<file path="src/rtl/argsplit_pkg.sv">
package argsplit_pkg;

    // Result kinds
    localparam logic [1:0] KIND_CHAR = 2'd0;
    localparam logic [1:0] KIND_END  = 2'd1;
    localparam logic [1:0] KIND_FULL = 2'd2;
    localparam logic [1:0] KIND_DONE = 2'd3;

    // Most results one input byte can cause, and result queue sizing
    localparam int MAX_RES = 3;
    localparam int Q_DEPTH = 4;
    localparam int PTR_W   = 2;
    localparam int CNT_W   = 3;

    typedef struct packed {
        logic [1:0] kind;
        logic [7:0] char_value;
        logic [7:0] arg_index;
        logic       truncated;
        logic       last;
    } res_t;

    // Results produced by one step, item[0] first
    typedef struct packed {
        logic [1:0]              count;
        res_t [MAX_RES-1:0]      item;
    } push_t;

endpackage

</file>
<file path="src/rtl/shell_style_argument_splitter_core.sv">
// Splits a command-line byte stream into arguments.
// Input channel (s_*): one byte per transfer in s_tdata; s_tlast high marks
// the end of the line, in which case the byte is ignored.
// Output channel (m_*): one result per transfer; m_tuser gives the kind
// (argument character, argument end, list full, line done), m_tlast marks
// the final result caused by one input byte. A byte may cause zero to three
// results.
// Configuration: arg_limit_we writes arg_limit_wdata as the most arguments
// kept per line; change it only while the block is idle.
// A byte goes from the input register through one pass of decode logic into
// the result queue. Throughput: one byte per cycle while each byte yields at
// most one result and m_tready stays high; otherwise the output drains one
// result per cycle and sets the pace.
// The four-entry result queue accepts a byte's results only when three
// entries are free, so a stalled receiver fills the queue and then drops
// s_tready; nothing is lost.
// Reset clears the line state and the queue and sets the limit to 255.
module shell_style_argument_splitter_core #(
    parameter int MAX_ARG_LEN = 1024
) (
    input  logic        clk,
    input  logic        rst_n,
    input  logic        s_tvalid,
    output logic        s_tready,
    input  logic [7:0]  s_tdata,         // [7:0] line_byte
    input  logic        s_tlast,         // end_of_line
    output logic        m_tvalid,
    input  logic        m_tready,
    output logic [23:0] m_tdata,         // [7:0] char_value, [15:8] arg_index,
                                         // [16] truncated, [23:17] zero
    output logic [1:0]  m_tuser,         // [1:0] kind
    output logic        m_tlast,         // last
    input  logic        arg_limit_we,
    input  logic [7:0]  arg_limit_wdata
);

    logic               in_vld_reg;
    logic [7:0]         in_byte_reg;
    logic               in_eol_reg;
    logic               step, room, pop;
    argsplit_pkg::push_t push;
    argsplit_pkg::res_t  head;

    assign step     = in_vld_reg && room;
    assign s_tready = !in_vld_reg || step;
    assign pop      = m_tvalid && m_tready;

    // Hold the input register valid bit
    always_ff @(posedge clk or negedge rst_n)
    begin
        if (!rst_n)
            in_vld_reg <= 1'b0;
        else if (s_tready)
            in_vld_reg <= s_tvalid;
    end

    // Capture the byte on each input transfer
    always_ff @(posedge clk)
    begin
        if (s_tvalid && s_tready)
        begin
            in_byte_reg <= s_tdata;
            in_eol_reg  <= s_tlast;
        end
    end

    argsplit_decode #(
        .MAX_ARG_LEN (MAX_ARG_LEN)
    ) u_decode (
        .clk             (clk),
        .rst_n           (rst_n),
        .arg_limit_we    (arg_limit_we),
        .arg_limit_wdata (arg_limit_wdata),
        .step            (step),
        .line_byte       (in_byte_reg),
        .end_of_line     (in_eol_reg),
        .push            (push)
    );

    argsplit_queue u_queue (
        .clk        (clk),
        .rst_n      (rst_n),
        .push       (push),
        .pop        (pop),
        .room       (room),
        .head_valid (m_tvalid),
        .head       (head)
    );

    // Pack the head result onto the output channel
    assign m_tdata = {7'b0, head.truncated, head.arg_index, head.char_value};
    assign m_tuser = head.kind;
    assign m_tlast = head.last;

endmodule

</file>
<file path="src/rtl/argsplit_decode.sv">
module argsplit_decode #(
    parameter int MAX_ARG_LEN = 1024
) (
    input  logic                 clk,
    input  logic                 rst_n,
    input  logic                 arg_limit_we,
    input  logic [7:0]           arg_limit_wdata,
    input  logic                 step,
    input  logic [7:0]           line_byte,
    input  logic                 end_of_line,
    output argsplit_pkg::push_t  push
);

    localparam int LEN_W = $clog2(MAX_ARG_LEN);
    localparam logic [LEN_W-1:0] LEN_MAX = LEN_W'(MAX_ARG_LEN - 1);

    localparam logic [1:0] QUOTE_NONE   = 2'd0;
    localparam logic [1:0] QUOTE_SINGLE = 2'd1;
    localparam logic [1:0] QUOTE_DOUBLE = 2'd2;

    localparam logic [2:0] ESC_NONE   = 3'd0;
    localparam logic [2:0] ESC_BSLASH = 3'd1;
    localparam logic [2:0] ESC_OCT1   = 3'd2;
    localparam logic [2:0] ESC_OCT2   = 3'd3;
    localparam logic [2:0] ESC_CARET  = 3'd4;

    localparam logic [7:0] CH_TAB    = 8'h09;
    localparam logic [7:0] CH_SPACE  = 8'h20;
    localparam logic [7:0] CH_DQUOTE = 8'h22;
    localparam logic [7:0] CH_SQUOTE = 8'h27;
    localparam logic [7:0] CH_QMARK  = 8'h3f;
    localparam logic [7:0] CH_BSLASH = 8'h5c;
    localparam logic [7:0] CH_CARET  = 8'h5e;
    localparam logic [7:0] CH_DEL    = 8'h7f;
    localparam logic [7:0] CTRL_MASK = 8'h1f;

    logic [7:0]       arg_limit_reg;
    logic             in_arg_reg, in_arg_next;
    logic [1:0]       quote_reg, quote_next;
    logic [2:0]       esc_reg, esc_next;
    logic [7:0]       oct_reg, oct_next;
    logic [7:0]       cnt_reg, cnt_next;
    logic             disc_reg, disc_next;
    logic [LEN_W-1:0] len_reg, len_next;
    logic             ovf_reg, ovf_next;

    logic       is_oct, is_blank, is_letter;
    logic [7:0] oct_shift, quote_char;
    logic       go, skip, put_a, put_b, end_arg;
    logic [7:0] val_a;
    logic [1:0] n;

    // Backslash escape letters
    function automatic logic [7:0] esc_map(input logic [7:0] c);
        logic [7:0] v;
        case (c)
            8'h62:   v = 8'h08;
            8'h66:   v = 8'h0c;
            8'h6e:   v = 8'h0a;
            8'h72:   v = 8'h0d;
            8'h74:   v = 8'h09;
            8'h76:   v = 8'h0b;
            default: v = c;
        endcase
        return v;
    endfunction

    assign is_oct    = (line_byte[7:3] == 5'b00110);
    assign is_blank  = (line_byte == CH_SPACE) || (line_byte == CH_TAB);
    assign is_letter = ((line_byte >= 8'h41) && (line_byte <= 8'h5f))
                    || ((line_byte >= 8'h61) && (line_byte <= 8'h7a));
    assign oct_shift = {oct_reg[4:0], line_byte[2:0]};
    assign quote_char = (quote_reg == QUOTE_SINGLE) ? CH_SQUOTE : CH_DQUOTE;

    // Work out the new line state and the results of one byte
    always_comb
    begin
        in_arg_next = in_arg_reg;
        quote_next  = quote_reg;
        esc_next    = esc_reg;
        oct_next    = oct_reg;
        cnt_next    = cnt_reg;
        disc_next   = disc_reg;
        len_next    = len_reg;
        ovf_next    = ovf_reg;
        push        = '0;
        n           = 2'd0;
        go          = 1'b0;
        skip        = 1'b0;
        put_a       = 1'b0;
        put_b       = 1'b0;
        end_arg     = 1'b0;
        val_a       = 8'h00;

        // Resolve a pending escape
        if (step && !end_of_line && !disc_reg)
        begin
            go = 1'b1;
            case (esc_reg) inside
                ESC_NONE:
                begin
                end
                ESC_BSLASH:
                begin
                    go = 1'b0;
                    if (is_oct)
                    begin
                        oct_next = {5'b0, line_byte[2:0]};
                        esc_next = ESC_OCT1;
                    end
                    else
                    begin
                        put_a    = 1'b1;
                        val_a    = esc_map(line_byte);
                        esc_next = ESC_NONE;
                    end
                end
                ESC_OCT1, ESC_OCT2:
                begin
                    if (is_oct)
                    begin
                        go = 1'b0;
                        if (esc_reg == ESC_OCT2)
                        begin
                            put_a    = 1'b1;
                            val_a    = oct_shift;
                            oct_next = 8'h00;
                            esc_next = ESC_NONE;
                        end
                        else
                        begin
                            oct_next = oct_shift;
                            esc_next = ESC_OCT2;
                        end
                    end
                    else
                    begin
                        put_a    = 1'b1;
                        val_a    = oct_reg;
                        oct_next = 8'h00;
                        esc_next = ESC_NONE;
                    end
                end
                ESC_CARET:
                begin
                    esc_next = ESC_NONE;
                    put_a    = 1'b1;
                    if (line_byte == CH_QMARK)
                    begin
                        val_a = CH_DEL;
                        go    = 1'b0;
                    end
                    else if (is_letter)
                    begin
                        val_a = line_byte & CTRL_MASK;
                        go    = 1'b0;
                    end
                    else
                    begin
                        val_a = CH_CARET;
                    end
                end
                default:
                begin
                    esc_next = ESC_NONE;
                end
            endcase
        end

        // Flush a pending escape and close the argument at end of line
        if (step && end_of_line && !disc_reg && in_arg_reg)
        begin
            end_arg = 1'b1;
            case (esc_reg) inside
                ESC_BSLASH:
                begin
                    put_a = 1'b1;
                    val_a = CH_BSLASH;
                end
                ESC_OCT1, ESC_OCT2:
                begin
                    put_a = 1'b1;
                    val_a = oct_reg;
                end
                ESC_CARET:
                begin
                    put_a = 1'b1;
                    val_a = CH_CARET;
                end
                default:
                begin
                end
            endcase
            esc_next = ESC_NONE;
        end

        // Store the escape character, or mark the argument cut short
        if (put_a)
        begin
            if (len_next < LEN_MAX)
            begin
                push.item[n] = '{argsplit_pkg::KIND_CHAR, val_a, cnt_next, 1'b0, 1'b0};
                n = n + 2'd1;
                len_next = len_next + LEN_W'(1);
            end
            else
            begin
                ovf_next = 1'b1;
            end
        end

        // Handle the byte itself
        if (go)
        begin
            if (!in_arg_next)
            begin
                if (is_blank)
                begin
                    skip = 1'b1;
                end
                else if (cnt_next >= arg_limit_reg)
                begin
                    push.item[n] = '{argsplit_pkg::KIND_FULL, 8'h00, cnt_next, 1'b0, 1'b0};
                    n = n + 2'd1;
                    disc_next = 1'b1;
                    skip = 1'b1;
                end
                else
                begin
                    in_arg_next = 1'b1;
                    quote_next  = QUOTE_NONE;
                    len_next    = '0;
                    ovf_next    = 1'b0;
                end
            end
            if (!skip)
            begin
                if (quote_next != QUOTE_NONE)
                begin
                    if (line_byte == quote_char)
                        quote_next = QUOTE_NONE;
                    else if (line_byte == CH_BSLASH)
                        esc_next = ESC_BSLASH;
                    else if (line_byte == CH_CARET)
                        esc_next = ESC_CARET;
                    else
                        put_b = 1'b1;
                end
                else if (line_byte == CH_DQUOTE)
                    quote_next = QUOTE_DOUBLE;
                else if (line_byte == CH_SQUOTE)
                    quote_next = QUOTE_SINGLE;
                else if (is_blank)
                    end_arg = 1'b1;
                else
                    put_b = 1'b1;
            end
        end

        // Store the plain byte
        if (put_b)
        begin
            if (len_next < LEN_MAX)
            begin
                push.item[n] = '{argsplit_pkg::KIND_CHAR, line_byte, cnt_next, 1'b0, 1'b0};
                n = n + 2'd1;
                len_next = len_next + LEN_W'(1);
            end
            else
            begin
                ovf_next = 1'b1;
            end
        end

        // Close the argument
        if (end_arg)
        begin
            push.item[n] = '{argsplit_pkg::KIND_END, 8'h00, cnt_next, ovf_next, 1'b0};
            n = n + 2'd1;
            cnt_next    = cnt_next + 8'd1;
            in_arg_next = 1'b0;
            quote_next  = QUOTE_NONE;
            len_next    = '0;
            ovf_next    = 1'b0;
        end

        // Report the count and clear the line
        if (step && end_of_line)
        begin
            push.item[n] = '{argsplit_pkg::KIND_DONE, 8'h00, cnt_next, 1'b0, 1'b0};
            n = n + 2'd1;
            in_arg_next = 1'b0;
            quote_next  = QUOTE_NONE;
            esc_next    = ESC_NONE;
            oct_next    = 8'h00;
            cnt_next    = 8'h00;
            disc_next   = 1'b0;
            len_next    = '0;
            ovf_next    = 1'b0;
        end

        // Mark the final result of the byte
        if (n != 2'd0)
            push.item[n - 2'd1].last = 1'b1;
        push.count = n;
    end

    // Hold the argument limit
    always_ff @(posedge clk or negedge rst_n)
    begin
        if (!rst_n)
            arg_limit_reg <= 8'hff;
        else if (arg_limit_we)
            arg_limit_reg <= arg_limit_wdata;
    end

    // Advance the line state on each processed byte
    always_ff @(posedge clk or negedge rst_n)
    begin
        if (!rst_n)
        begin
            in_arg_reg <= 1'b0;
            quote_reg  <= QUOTE_NONE;
            esc_reg    <= ESC_NONE;
            oct_reg    <= 8'h00;
            cnt_reg    <= 8'h00;
            disc_reg   <= 1'b0;
            len_reg    <= '0;
            ovf_reg    <= 1'b0;
        end
        else if (step)
        begin
            in_arg_reg <= in_arg_next;
            quote_reg  <= quote_next;
            esc_reg    <= esc_next;
            oct_reg    <= oct_next;
            cnt_reg    <= cnt_next;
            disc_reg   <= disc_next;
            len_reg    <= len_next;
            ovf_reg    <= ovf_next;
        end
    end

endmodule

</file>
<file path="src/rtl/argsplit_queue.sv">
module argsplit_queue (
    input  logic                 clk,
    input  logic                 rst_n,
    input  argsplit_pkg::push_t  push,
    input  logic                 pop,
    output logic                 room,
    output logic                 head_valid,
    output argsplit_pkg::res_t   head
);

    argsplit_pkg::res_t mem [argsplit_pkg::Q_DEPTH];

    logic [argsplit_pkg::PTR_W-1:0] wr_ptr_reg, rd_ptr_reg;
    logic [argsplit_pkg::CNT_W-1:0] count_reg, count_after_pop;

    assign count_after_pop = count_reg - argsplit_pkg::CNT_W'(pop);
    assign room = count_after_pop
               <= argsplit_pkg::CNT_W'(argsplit_pkg::Q_DEPTH - argsplit_pkg::MAX_RES);
    assign head_valid = (count_reg != '0);
    assign head = mem[rd_ptr_reg];

    // Write the results of one step in order
    always_ff @(posedge clk)
    begin
        for (int i = 0; i < argsplit_pkg::MAX_RES; i++)
        begin
            if (2'(i) < push.count)
                mem[wr_ptr_reg + argsplit_pkg::PTR_W'(i)] <= push.item[i];
        end
    end

    // Advance pointers and fill count
    always_ff @(posedge clk or negedge rst_n)
    begin
        if (!rst_n)
        begin
            wr_ptr_reg <= '0;
            rd_ptr_reg <= '0;
            count_reg  <= '0;
        end
        else
        begin
            wr_ptr_reg <= wr_ptr_reg + argsplit_pkg::PTR_W'(push.count);
            rd_ptr_reg <= rd_ptr_reg + argsplit_pkg::PTR_W'(pop);
            count_reg  <= count_after_pop + argsplit_pkg::CNT_W'(push.count);
        end
    end

endmodule

</file>
<file path="config.mk">
export PLATFORM = sky130hd
export DESIGN_NAME = shell_style_argument_splitter_core
export DESIGN_NICKNAME = d
export VERILOG_FILES = /design/src/rtl/argsplit_pkg.sv /design/src/rtl/shell_style_argument_splitter_core.sv /design/src/rtl/argsplit_decode.sv /design/src/rtl/argsplit_queue.sv
export SDC_FILE = /design/constraint.sdc
export NUM_CORES = 1
export LEC_CHECK = 0
export BUFFER_PORTS_ARGS = -buffer_cell sky130_fd_sc_hd__buf_2
export CAP_MARGIN = 20
export CORE_ASPECT_RATIO = 0.75
export CORE_MARGIN = 2
export CORE_UTILIZATION = 60
export CTS_BUF_LIST = sky130_fd_sc_hd__clkbuf_16
export DETAILED_ROUTE_END_ITERATION = 7
export GPL_ROUTABILITY_DRIVEN = 0
export HOLD_SLACK_MARGIN = 0.02
export PLACE_DENSITY = 0.78
export SLEW_MARGIN = 25
export SYNTH_ARGS = -nofsm -noshare
export SYNTH_HDL_FRONTEND = slang
export SYNTH_SLANG_ARGS = --single-unit
</file>
<file path="constraint.sdc">
create_clock -name clk -period 21.8 [get_ports clk]
set_clock_uncertainty 0.05 [all_clocks]
set_input_delay 1.09 -clock clk [delete_from_list [all_inputs] [get_ports clk]]
set_output_delay 1.09 -clock clk [all_outputs]
set_load 0.02 [all_outputs]
</file>
==> impl_metrics.xml <==
<?xml version="1.0" encoding="UTF-8"?>
<metrics>
  <group name="global_route">
    <metric name="grt.met2_usage" unit="%">49.8</metric>
    <metric name="maximum_number_of_pins_on_one_net_before_global_route_repair" unit="">51</metric>
    <metric name="grt_pass1_wl" unit="um">46500</metric>
    <metric name="grtUsageMet3" unit="%">7.79</metric>
    <metric name="global_route.overflow_total" unit="">0</metric>
    <metric name="groute.usage.overall" unit="%">33.9</metric>
    <metric name="grt_pass1_vias" unit="">8364</metric>
    <metric name="grt_most_used_layer" unit="">met2</metric>
    <metric name="antenna_violations_before_repair" unit="">0</metric>
    <metric name="use_met1" unit="%">49.3</metric>
  </group>
  <group name="clock_tree">
    <metric name="post-cts-setup-buffer-count" unit="">0</metric>
    <metric name="inserted_clock_buffers" unit="">17</metric>
    <metric name="clk_latency" unit="ps">450</metric>
    <metric name="clk_pin_slew_worst_paths" unit="ps">60</metric>
    <metric name="clockBufferDepth" unit="">2</metric>
    <metric name="cts.sink_count" unit="">139</metric>
    <metric name="post_cts_resize_count" unit="">0</metric>
    <metric name="clockRootBuffer" unit="">sky130_fd_sc_hd__clkbuf_16</metric>
    <metric name="clock_tree_from_tritoncts" unit="">yes</metric>
    <metric name="cts_hold_repair.buffers" unit="">0</metric>
    <metric name="htree_num_levels" unit="">4</metric>
  </group>
  <group name="die">
    <metric name="floorplan.rows" unit="">41</metric>
    <metric name="die_height" unit="um">116</metric>
    <metric name="die_area" unit="sq um">17900</metric>
    <metric name="effective_utilization_at_floorplan" unit="%">60.7</metric>
    <metric name="io_pins" unit="">51</metric>
    <metric name="die_width" unit="um">154</metric>
    <metric name="core" unit="sq um">16700</metric>
  </group>
  <group name="synthesis">
    <metric name="postSynth.asyncResetShare" unit="%">36.0</metric>
    <metric name="post_synth_inst_count" unit="">1109</metric>
    <metric name="synth.distinct_cells" unit="">96</metric>
    <metric name="synth_top_flop_cell" unit="">sky130_fd_sc_hd__edfxtp_1</metric>
    <metric name="ffs_latches_synth" unit="">139</metric>
    <metric name="synth_top_cells_by_area" unit="">sky130_fd_sc_hd__edfxtp_1 (26%), sky130_fd_sc_hd__dfrtp_1 (10%), sky130_fd_sc_hd__nand2_1 (4.9%)</metric>
    <metric name="avgSynthCellArea" unit="sq um">9.12</metric>
    <metric name="synth_common_cells" unit="">sky130_fd_sc_hd__nand2_1 (131), sky130_fd_sc_hd__edfxtp_1 (89), sky130_fd_sc_hd__nor2_1 (85)</metric>
    <metric name="synthesis.area" unit="sq um">10100</metric>
    <metric name="synthesis.yosys.warnings" unit="">0</metric>
    <metric name="leading_area_contributor_after_synthesis" unit="">sky130_fd_sc_hd__edfxtp_1</metric>
    <metric name="synth-edff-count" unit="">89</metric>
    <metric name="synth_sequential_area_ratio" unit="%">38.9</metric>
    <metric name="synthMostInstantiatedCell" unit="">sky130_fd_sc_hd__nand2_1</metric>
    <metric name="synth.top_cell.area_share" unit="%">26.4</metric>
  </group>
  <group name="timing">
    <metric name="max-slew-margin-rel" unit="%">33.1</metric>
    <metric name="final.setup.tns" unit="ps">0</metric>
    <metric name="grt_setup_unrepaired" unit="">no</metric>
    <metric name="report.final.hold_viol_count" unit="">0</metric>
    <metric name="final_period_minus_worst_setup_slack" unit="ps">8920</metric>
    <metric name="timing.final.max_slew_violations" unit="">0</metric>
    <metric name="worst_slew_pin_slew" unit="ps">1000</metric>
    <metric name="hold_slack" unit="ps">455</metric>
    <metric name="setup_viol_count_final" unit="">0</metric>
    <metric name="clock.fmax" unit="GHz">0.112</metric>
    <metric name="period_share" unit="%">40.9</metric>
  </group>
  <group name="final_layout">
    <metric name="antenna-diode-count" unit="">0</metric>
    <metric name="drive_above_1_share" unit="%">14.5</metric>
    <metric name="layout.core_utilization" unit="%">65.9</metric>
    <metric name="signed_area_change_from_the_synthesized_netlist_to_the_final_layout" unit="%">8.58</metric>
    <metric name="flip_flop_count_of_the_largest_register_all_copies_and_words_added" unit="">80</metric>
    <metric name="n_fill_cell" unit="">1310</metric>
    <metric name="fin_area" unit="sq um">11000</metric>
    <metric name="fin_nets" unit="">1163</metric>
  </group>
  <group name="drt">
    <metric name="vias_per_cell" unit="">6.96</metric>
    <metric name="ant_nets" unit="">0</metric>
    <metric name="routed_wirelength" unit="um">29900</metric>
    <metric name="detailedRoute.firstPassIterationCount" unit="">8</metric>
    <metric name="via_count" unit="">9336</metric>
    <metric name="detailedRoute.firstIterationViolations" unit="">1629</metric>
    <metric name="routed_wire_length_per_instance" unit="um">22.3</metric>
    <metric name="route.detailed.drc" unit="">16</metric>
  </group>
  <group name="critical_path">
    <metric name="arrival" unit="ps">9010</metric>
    <metric name="timing.critical_path.slowest_cell_delay" unit="ps">710</metric>
    <metric name="critical_path.max_fanout" unit="">13</metric>
    <metric name="criticalPathCategory" unit="">flop to flop</metric>
    <metric name="cp-startpoint" unit="">u_queue.count_reg[2]</metric>
    <metric name="timing.critical_path.to" unit="">u_queue.mem[0][17]</metric>
    <metric name="r2r_setup_slack" unit="ps">12880</metric>
    <metric name="cp_common_cell" unit="">sky130_fd_sc_hd__nand2_1</metric>
    <metric name="worst_setup_path_end_kind" unit="">flop</metric>
    <metric name="worst_path_max_delay_cell" unit="">sky130_fd_sc_hd__or4_1</metric>
    <metric name="rr_startpoint" unit="">u_queue.count_reg[2]</metric>
    <metric name="reg2reg_depth" unit="">29</metric>
    <metric name="regToRegEndpoint" unit="">u_queue.mem[0][17]</metric>
    <metric name="worstSetupStartpointType" unit="">flop</metric>
    <metric name="required" unit="ps">21890</metric>
  </group>
  <group name="pwr">
    <metric name="fin_total_pwr" unit="uW">1510</metric>
    <metric name="clock_power_share" unit="%">19.6</metric>
    <metric name="static-leakage-power" unit="uW">0.00404</metric>
    <metric name="p_int" unit="uW">823</metric>
    <metric name="power.density_cell_area" unit="nW/um^2">137</metric>
    <metric name="power.ir.vdd_worst" unit="uV">72.7</metric>
    <metric name="p_switching" unit="uW">684</metric>
    <metric name="switching_share" unit="%">45.4</metric>
    <metric name="pwr-share-comb" unit="%">47.6</metric>
    <metric name="seq_power_share" unit="%">32.8</metric>
  </group>
  <group name="status">
    <metric name="violated_checks" unit="">DRC</metric>
    <metric name="run_status" unit="">finished with violations</metric>
  </group>
  <group name="run">
    <metric name="drv_cap" unit="">0</metric>
  </group>
  <group name="hold_path">
    <metric name="worst_hold_path_type" unit="">flop to flop</metric>
    <metric name="whs_path_depth" unit="">2</metric>
  </group>
  <group name="placed_design">
    <metric name="place_area" unit="sq um">10400</metric>
    <metric name="dp_hpwl" unit="um">21300</metric>
    <metric name="port_buffers" unit="">43</metric>
  </group>
</metrics>
layer usage:
| layer | part of all wire [%] | vias up |
|---|---|---|
| met3 | 13 | 118 |
| met2 | 42 | 706 |
| met5 | 0 | - |
| li1 | - | 4133 |
| met1 | 41 | 4379 |
| met4 | 3.6 | 0 |
area by class of cell:
type | instances | area (sq um) | area share (%)
sequential | 139 | 3940 | 35.8
clock inverter | 15 | 164 | 1.49
inverter | 36 | 135 | 1.23
clock buffer | 17 | 425 | 3.87
tap | 215 | 269 | 2.45
timing repair buffer | 56 | 317 | 2.88
multi-input combinational | 863 | 5740 | 52.2
critical path: cells and delay by family (launching register included):
family          cells  cell delay, ps
compound gates      7            2210
simple gates       12            3280
xor+xnor            1             280
buf+inv             4            1050
fa+ha+maj           5            1280
flops               1             420
cell families (layout without fill, tap and decap cells):
family          count (synthesis)  count (layout)  synth area share [%]
fa+ha+maj                      30              30                  3.74
buf+inv                       113             124                  4.90
xor+xnor                       45              45                  4.11
simple gates                  414             414                  20.2
compound gates                309             309                  19.8
mux                            58              58                  8.40
other cells                     1               7                0.0371
flops                         139             139                  38.9
per-stage QoR:
step | setup WS (ps) | instances
2_1_floorplan | 13440 | 1115
5_1_grt | 12310 | 1341
3_5_place_dp | 12770 | 1309
6_report | 12880 | 1341
3_3_place_gp | 12920 | 1308
4_1_cts | 13140 | 1341
layout by cell type, fill, tap and decap left out, types with 10 or more instances in the layout:
master                        n
sky130_fd_sc_hd__edfxtp_1    89
sky130_fd_sc_hd__nor2_1      85
sky130_fd_sc_hd__inv_1       34
sky130_fd_sc_hd__and3_1      12
sky130_fd_sc_hd__nand2b_1    12
sky130_fd_sc_hd__xnor2_1     26
sky130_fd_sc_hd__nand2_1    131
sky130_fd_sc_hd__nor3_1      46
sky130_fd_sc_hd__o21ai_0     78
sky130_fd_sc_hd__or3_1       13
sky130_fd_sc_hd__a31oi_1     14
sky130_fd_sc_hd__o32a_1      12
sky130_fd_sc_hd__clkbuf_16   17
sky130_fd_sc_hd__mux4_2      20
sky130_fd_sc_hd__dfrtp_1     41
sky130_fd_sc_hd__a21oi_1     74
sky130_fd_sc_hd__xor2_1      17
sky130_fd_sc_hd__mux2_2      10
sky130_fd_sc_hd__mux2i_1     23
sky130_fd_sc_hd__o32ai_1     11
sky130_fd_sc_hd__buf_2       43
sky130_fd_sc_hd__nand3_1     43
sky130_fd_sc_hd__and2_1      10
sky130_fd_sc_hd__ha_1        27
sky130_fd_sc_hd__o21ai_1     32
sky130_fd_sc_hd__buf_4       12
how the worst min path moves through the flow:
stage | start | endpoint | slack (ps)
2_1_floorplan | u_decode.ovf_reg | u_decode.ovf_reg | 430
3_3_place_gp | u_decode.arg_limit_reg[7] | u_decode.arg_limit_reg[7] | 450
6_report | u_decode.arg_limit_reg[2] | u_decode.arg_limit_reg[2] | 450
3_5_place_dp | u_decode.arg_limit_reg[2] | u_decode.arg_limit_reg[2] | 450
5_1_grt | u_decode.arg_limit_reg[3] | u_decode.arg_limit_reg[3] | 490
4_1_cts | u_decode.arg_limit_reg[2] | u_decode.arg_limit_reg[2] | 460
power groups by stage:
stage | Sequential [uW] | Combinational, uW | Clock, uW
floorplan | 436 | 533 | 0
global placement | 490 | 686 | 0
detailed placement | 492 | 698 | 0
CTS | 488 | 702 | 298
global route | 501 | 765 | 306
finish | 494 | 718 | 295
No activity file was read; power rests on OpenSTA's default activity.
